`src/bbd_pkg.sv`:
```
// Shared types, constants and functions for the binary to decimal digit converter.
// No dependencies.
`timescale 1ns / 1ps
`default_nettype none

package bbd_pkg;

    localparam int unsigned ValueWidth   = 32;
    localparam int unsigned NumDigits    = 10;
    localparam int unsigned BcdWidth     = 4 * NumDigits;
    localparam int unsigned BitsPerStage = 4;
    localparam int unsigned NumStages    = ValueWidth / BitsPerStage;

    localparam logic [5:0] AsciiZero = 6'd48;

    typedef enum logic [1:0] {
        KIND_BYTE = 2'd0,
        KIND_WORD = 2'd1,
        KIND_LONG = 2'd2
    } kind_t;

    // one word in flight through the shift-add-3 pipeline
    typedef struct packed {
        logic [1:0]            kind;
        logic [15:0]           offset;
        logic [ValueWidth-1:0] bin;
        logic [BcdWidth-1:0]   bcd;
    } work_t;

    // one shift-add-3 step: correct each digit, then shift in the next binary bit
    function automatic logic [BcdWidth-1:0] dabble_step(input logic [BcdWidth-1:0] bcd,
                                                        input logic            b);
        logic [BcdWidth-1:0] adj;
        logic [3:0]          d;
        for (int i = 0; i < NumDigits; i++) begin
            d = bcd[4*i +: 4];
            adj[4*i +: 4] = (d >= 4'd5) ? d + 4'd3 : d;
        end
        return {adj[BcdWidth-2:0], b};
    endfunction

    // index of the most significant digit sent for a kind
    function automatic logic [3:0] top_digit(input logic [1:0] kind);
        logic [3:0] idx;
        case (kind)
            KIND_BYTE: idx = 4'd2;
            KIND_WORD: idx = 4'd4;
            default:   idx = 4'd9;
        endcase
        return idx;
    endfunction

endpackage

`default_nettype wire

```
`src/binary_to_decimal_digits.sv`:
```
// Top level: binary to decimal ASCII digits with screen positions.
// Depends on bbd_pkg, bbd_dabble_stage, bbd_serializer.
//
//   channel  dir  tdata                               tuser      tlast
//   s_       in   [15:0] screen_offset [47:16] value  [1:0] kind  -
//   m_       out  [5:0] char_code [21:6] position     -          last digit
//
// Eight shift-add-3 stages (4 bits each), then a serializer.
// A word yields 3, 5 or 10 digits by kind; the serializer's single output port sends them.
// Pipeline stages keep accepting words while the serializer is busy, until they fill.
// aresetn (synchronous) clears valid bits, serializer busy flag and digit index only;
// stalls hold every stage.
`timescale 1ns / 1ps
`default_nettype none

module binary_to_decimal_digits (
    input  wire logic        aclk,
    input  wire logic        aresetn,
    input  wire logic        s_tvalid,
    output logic             s_tready,
    input  wire logic [47:0] s_tdata,   // [15:0] screen_offset, [47:16] value
    input  wire logic [1:0]  s_tuser,   // [1:0] kind
    output logic             m_tvalid,
    input  wire logic        m_tready,
    output logic [23:0]      m_tdata,   // [5:0] char_code, [21:6] position, [23:22] zero
    output logic             m_tlast
);

    localparam int unsigned N = bbd_pkg::NumStages;

    logic           st_valid [0:N];
    logic           st_ready [0:N];
    bbd_pkg::work_t st_data  [0:N];
    logic [31:0]    masked;

    always_comb begin
        case (s_tuser)
            bbd_pkg::KIND_BYTE: masked = {24'd0, s_tdata[23:16]};
            bbd_pkg::KIND_WORD: masked = {16'd0, s_tdata[31:16]};
            default:            masked = s_tdata[47:16];
        endcase
    end

    assign st_valid[0]       = s_tvalid;
    assign s_tready          = st_ready[0];
    assign st_data[0].kind   = s_tuser;
    assign st_data[0].offset = s_tdata[15:0];
    assign st_data[0].bin    = masked;
    assign st_data[0].bcd    = '0;

    for (genvar g = 0; g < N; g++) begin : g_stage
        bbd_dabble_stage u_stage (
            .aclk      (aclk),
            .aresetn   (aresetn),
            .in_valid  (st_valid[g]),
            .in_ready  (st_ready[g]),
            .in_data   (st_data[g]),
            .out_valid (st_valid[g+1]),
            .out_ready (st_ready[g+1]),
            .out_data  (st_data[g+1])
        );
    end

    bbd_serializer u_ser (
        .aclk     (aclk),
        .aresetn  (aresetn),
        .in_valid (st_valid[N]),
        .in_ready (st_ready[N]),
        .in_data  (st_data[N]),
        .m_tvalid (m_tvalid),
        .m_tready (m_tready),
        .m_tdata  (m_tdata),
        .m_tlast  (m_tlast)
    );

endmodule

`default_nettype wire

```
`src/bbd_dabble_stage.sv`:
```
// One pipeline stage of the binary to BCD converter: BitsPerStage shift-add-3 steps.
// Depends on bbd_pkg.
`timescale 1ns / 1ps
`default_nettype none

module bbd_dabble_stage (
    input  wire logic          aclk,
    input  wire logic          aresetn,
    input  wire logic          in_valid,
    output logic               in_ready,
    input  wire bbd_pkg::work_t in_data,
    output logic               out_valid,
    input  wire logic          out_ready,
    output bbd_pkg::work_t     out_data
);

    logic           valid_reg;
    bbd_pkg::work_t data_reg;
    bbd_pkg::work_t data_next;

    always_comb begin
        data_next = in_data;
        for (int s = 0; s < bbd_pkg::BitsPerStage; s++) begin
            data_next.bcd = bbd_pkg::dabble_step(data_next.bcd,
                                                 data_next.bin[bbd_pkg::ValueWidth-1]);
            data_next.bin = {data_next.bin[bbd_pkg::ValueWidth-2:0], 1'b0};
        end
    end

    assign in_ready  = !valid_reg || out_ready;
    assign out_valid = valid_reg;
    assign out_data  = data_reg;

    always_ff @(posedge aclk) begin
        if (!aresetn) begin
            valid_reg <= 1'b0;
        end else if (in_ready) begin
            valid_reg <= in_valid;
        end
    end

    always_ff @(posedge aclk) begin
        if (in_ready && in_valid) begin
            data_reg <= data_next;
        end
    end

endmodule

`default_nettype wire

```
`src/bbd_serializer.sv`:
```
// Digit serializer: sends a word's BCD digits most significant first, one per cycle unless stalled.
// Depends on bbd_pkg.
`timescale 1ns / 1ps
`default_nettype none

module bbd_serializer (
    input  wire logic           aclk,
    input  wire logic           aresetn,
    input  wire logic           in_valid,
    output logic                in_ready,
    input  wire bbd_pkg::work_t in_data,
    output logic                m_tvalid,
    input  wire logic           m_tready,
    output logic [23:0]         m_tdata,
    output logic                m_tlast
);

    logic                          busy_reg, busy_next;
    logic [3:0]                    idx_reg, idx_next;
    logic [15:0]                   pos_reg, pos_next;
    logic [bbd_pkg::BcdWidth-1:0]  bcd_reg, bcd_next;
    logic                          m_valid_reg, m_valid_next;
    logic [5:0]                    char_reg, char_next;
    logic [15:0]                   opos_reg, opos_next;
    logic                          last_reg, last_next;
    logic                          out_free;
    logic [3:0]                    digit;

    assign out_free = !m_valid_reg || m_tready;
    assign in_ready = !busy_reg || (out_free && idx_reg == 4'd0);
    assign digit    = bcd_reg[{idx_reg, 2'b00} +: 4];

    always_comb begin
        busy_next    = busy_reg;
        idx_next     = idx_reg;
        pos_next     = pos_reg;
        bcd_next     = bcd_reg;
        m_valid_next = m_valid_reg && !m_tready;
        char_next    = char_reg;
        opos_next    = opos_reg;
        last_next    = last_reg;
        if (busy_reg && out_free) begin
            m_valid_next = 1'b1;
            char_next    = bbd_pkg::AsciiZero + {2'b00, digit};
            opos_next    = pos_reg;
            last_next    = (idx_reg == 4'd0);
            if (idx_reg == 4'd0) begin
                busy_next = 1'b0;
            end else begin
                idx_next = idx_reg - 4'd1;
                pos_next = pos_reg + 16'd1;
            end
        end
        if (in_valid && in_ready) begin
            busy_next = 1'b1;
            idx_next  = bbd_pkg::top_digit(in_data.kind);
            pos_next  = in_data.offset;
            bcd_next  = in_data.bcd;
        end
    end

    always_ff @(posedge aclk) begin
        if (!aresetn) begin
            busy_reg    <= 1'b0;
            m_valid_reg <= 1'b0;
            idx_reg     <= 4'd0;
        end else begin
            busy_reg    <= busy_next;
            m_valid_reg <= m_valid_next;
            idx_reg     <= idx_next;
        end
    end

    always_ff @(posedge aclk) begin
        pos_reg  <= pos_next;
        bcd_reg  <= bcd_next;
        char_reg <= char_next;
        opos_reg <= opos_next;
        last_reg <= last_next;
    end

    assign m_tvalid = m_valid_reg;
    assign m_tdata  = {2'b00, opos_reg, char_reg};
    assign m_tlast  = last_reg;

endmodule

`default_nettype wire

```
`config.mk`:
```
export PLATFORM = sky130hd
export DESIGN_NAME = binary_to_decimal_digits
export DESIGN_NICKNAME = d
export VERILOG_FILES = /design/src/bbd_pkg.sv /design/src/binary_to_decimal_digits.sv /design/src/bbd_dabble_stage.sv /design/src/bbd_serializer.sv
export SDC_FILE = /design/constraint.sdc
export NUM_CORES = 1
export LEC_CHECK = 0
export ABC_AREA = 1
export BUFFER_PORTS_ARGS = -buffer_cell sky130_fd_sc_hd__buf_2
export CORE_MARGIN = 4
export CORE_UTILIZATION = 44
export DETAILED_ROUTE_END_ITERATION = 8
export PLACE_DENSITY_LB_ADDON = 0.12
export SKIP_CTS_REPAIR_TIMING = 1
export SYNTH_ARGS = -nofsm -noshare
export SYNTH_HDL_FRONTEND = slang
export SYNTH_HIERARCHICAL = 1
export SYNTH_SLANG_ARGS = --single-unit
```
`constraint.sdc`:
```
create_clock -name aclk -period 7.1 [get_ports aclk]
set_input_delay 0.71 -clock aclk [delete_from_list [all_inputs] [get_ports aclk]]
set_output_delay 0.71 -clock aclk [all_outputs]
set_load 0.02 [all_outputs]
```
==> metrics.md <==
| Metric | Value |
|---|---|
| WP buf/inv | `10` |
| Worst Path Class, Setup | `register to primary output` |
| Tcrit/Tclk final | `65.8%` |
| Initial antenna violation count | `1` |
| TritonCTS Sinks | `667` |
| Vias | `42963` |
| Die height | `363 µm` |
| Largest net degree at the start of global routing | `67` |
| Crit-path leading delay family | `buffers and inverters` |
| CTS tree | `yes` |
| Clock root buffer | `clkbuf_16` |
| Worst setup SP type | `register` |
| Status | `finished clean` |
| Min cycle time layout | `4.67 ns` |
| Min-Delay Path Class | `primary input to register` |
| Worst reg2reg path startpoint | `u_ser/idx_reg[0]` |
| Rel. slew slack | `40.0%` |
| # DRC | `0` |
| # port buffers | `76` |
| Netlist Area Pre-Place | `55600 µm²` |
| Top Usage Layer GRT | `met2` |
| Reg clk slew, reported paths | `0.06 ns` |
| Final clock skew | `0.0209 ns` |
| Vias in the first global route | `40460` |
| H-tree depth | `3` |
| First-pass GRT wire length | `166 mm` |
| Post-synthesis cell count | `7239` |
| CP endpoint kind | `primary output` |
| Mean area per synthesized cell | `7.68 µm²` |
| Crit path from | `u_ser/idx_reg[0]` |
| Worst EP required | `6.39 ns` |
| Yosys warnings | `6` |
| Setup_tns | `0 ns` |
| Antenna-violating nets left | `0` |
| CTS Buf Count | `81` |
| Initial core utilization | `44.3%` |
| CTS Buffer Depth | `3` |
| Clock Latency Late Sink | `0.65 ns` |
| Die Area | `132000 µm²` |
| Reg2reg setup slack | `2.88 ns` |
| Detail Placement HPWL | `74.0 mm` |
| Tot GR Track Use | `14.2%` |
| GRT met3 Usage | `1.89%` |
| Fin nets | `7849` |
| Ports | `81` |
| CP max stage cell | `dfxtp_1` |
| FF-to-FF path depth | `21` |
| Final hold vios | `0` |
| Worst r2r dst | `g_stage[0].u_stage/out_data[26]` |
| Area delta synth->final | `9.92%` |
| Detailed Routing Iterations Pass 1 | `5` |
| # rows | `130` |
| Fmax | `214 MHz` |
| GRT met1 Usage | `15.5%` |
| CP Depth | `21` |
| Crit path to | `s_tready` |
| Largest register FFs | `576` |
| Drt initial violations | `1383` |
| Placer Congestion | `0.807` |
| RSZ-0062 raised after global routing | `false` |
| Fillers | `12052` |
| Total gr overflow | `0` |
| Final slew viol count | `0` |
| Final core utilization | `48.7%` |
| Wire length per cell | `10.1 µm` |
| Crit path DAT | `3.96 ns` |
| Final wirelength | `93.2 mm` |
| Actual slew at the worst max-slew pin | `0.901 ns` |
| Critical Path Fanout Max | `24` |
| Critical Path, Cell by Cell | `inv_2, ha_1, nand3_2, nand2_4, inv_1, nand2_1, inv_1, nand2_1, inv_1, nand2_1, inv_1, nand2_1, inv_1, nand2_1, inv_1, nand2_1, inv_1, nand2_1, inv_1, nand2_1, buf_2` |
| CP peak stage delay | `0.76 ns` |
| Final setup viols | `0` |
| Fraction of layout cells with a size suffix above 1 | `17.8%` |
| Max Cap Viol | `0` |
| Vias/cell | `4.66` |
| GR Util met2 | `28.7%` |
| Core area | `126000 µm²` |
| Die X | `363 µm` |
## final cells by class
| cell class | instances | area (µm²) | area share, % |
|---|---|---|---|
| Multi-Input combinational cell | 5382 | 31200 | 51.1 |
| Clock buffer | 94 | 2110 | 3.45 |
| Antenna cell | 1 | 2.50 | 0.00410 |
| Timing Repair Buffer | 88 | 470 | 0.770 |
| Inverter | 1285 | 4830 | 7.91 |
| Tap cell | 1650 | 2060 | 3.38 |
| Clock inverter | 49 | 518 | 0.848 |
| Sequential cell | 667 | 19900 | 32.6 |
## metrics by stage
stage / std cells / hold WS, ns / setup WS [ns] / cell area (µm²)
global route: 9215 / 0.201 / 1.94 / 61100
floorplan: 7350 / 0.400 / 0.604 / 56000
detailed placement: 9072 / 0.405 / 2.80 / 58500
CTS: 9215 / 0.181 / 2.33 / 61100
global placement: 9072 / 0.401 / 2.79 / 58500
finish: 9216 / 0.242 / 2.43 / 61100
## how the worst min path moves through the flow
stage	slack, ns	depth (start not counted)	endpoint	startpoint
floorplan	0.40	0	g_stage[1].u_stage/out_data[0]	g_stage[0].u_stage/out_data[68]
global placement	0.40	0	g_stage[1].u_stage/out_data[54]	g_stage[0].u_stage/out_data[50]
detailed placement	0.40	0	g_stage[1].u_stage/out_data[49]	g_stage[0].u_stage/out_data[45]
CTS	0.18	1	g_stage[0].u_stage/out_data[72]	s_tdata[0]
global route	0.20	1	g_stage[0].u_stage/out_data[76]	s_tdata[4]
finish	0.24	1	g_stage[0].u_stage/out_data[51]	s_tdata[23]
## cells in the final DEF (no fill, tap or decap), types with 12 or more instances in the layout
master and instances:
o21bai_1 18, ha_1 290, dfxtp_1 14, clkinv_1 34, xnor2_2 24, buf_4 12
o21ai_2 88, nand2_4 121, o21ai_0 133, nand4_1 195, nor2_1 111, conb_1 114
a21oi_1 14, nand3_4 24, xor2_2 32, buf_2 76, inv_1 1218, nand3b_1 24
a21o_1 64, o21ai_1 48, nand3_2 202, nand3_1 751, clkbuf_16 81, and2_4 24
o21ai_4 16, xor2_1 75, clkinv_2 12, nand2_1 2390, nand2_2 508, inv_2 41
and2_1 16, o211ai_1 14, edfxtp_1 653, xnor2_1 12
## routing by layer
layer | vias up | routed length, µm
met4 | 0 | 1510
li1 | 23751 | -
met5 | - | 0
met3 | 92 | 2340
met1 | 18880 | 40000
met2 | 240 | 49300
Power is left out: the tool's default activity adds up to more than one toggle a clock period on the data nets, which glitch-free logic cannot reach.
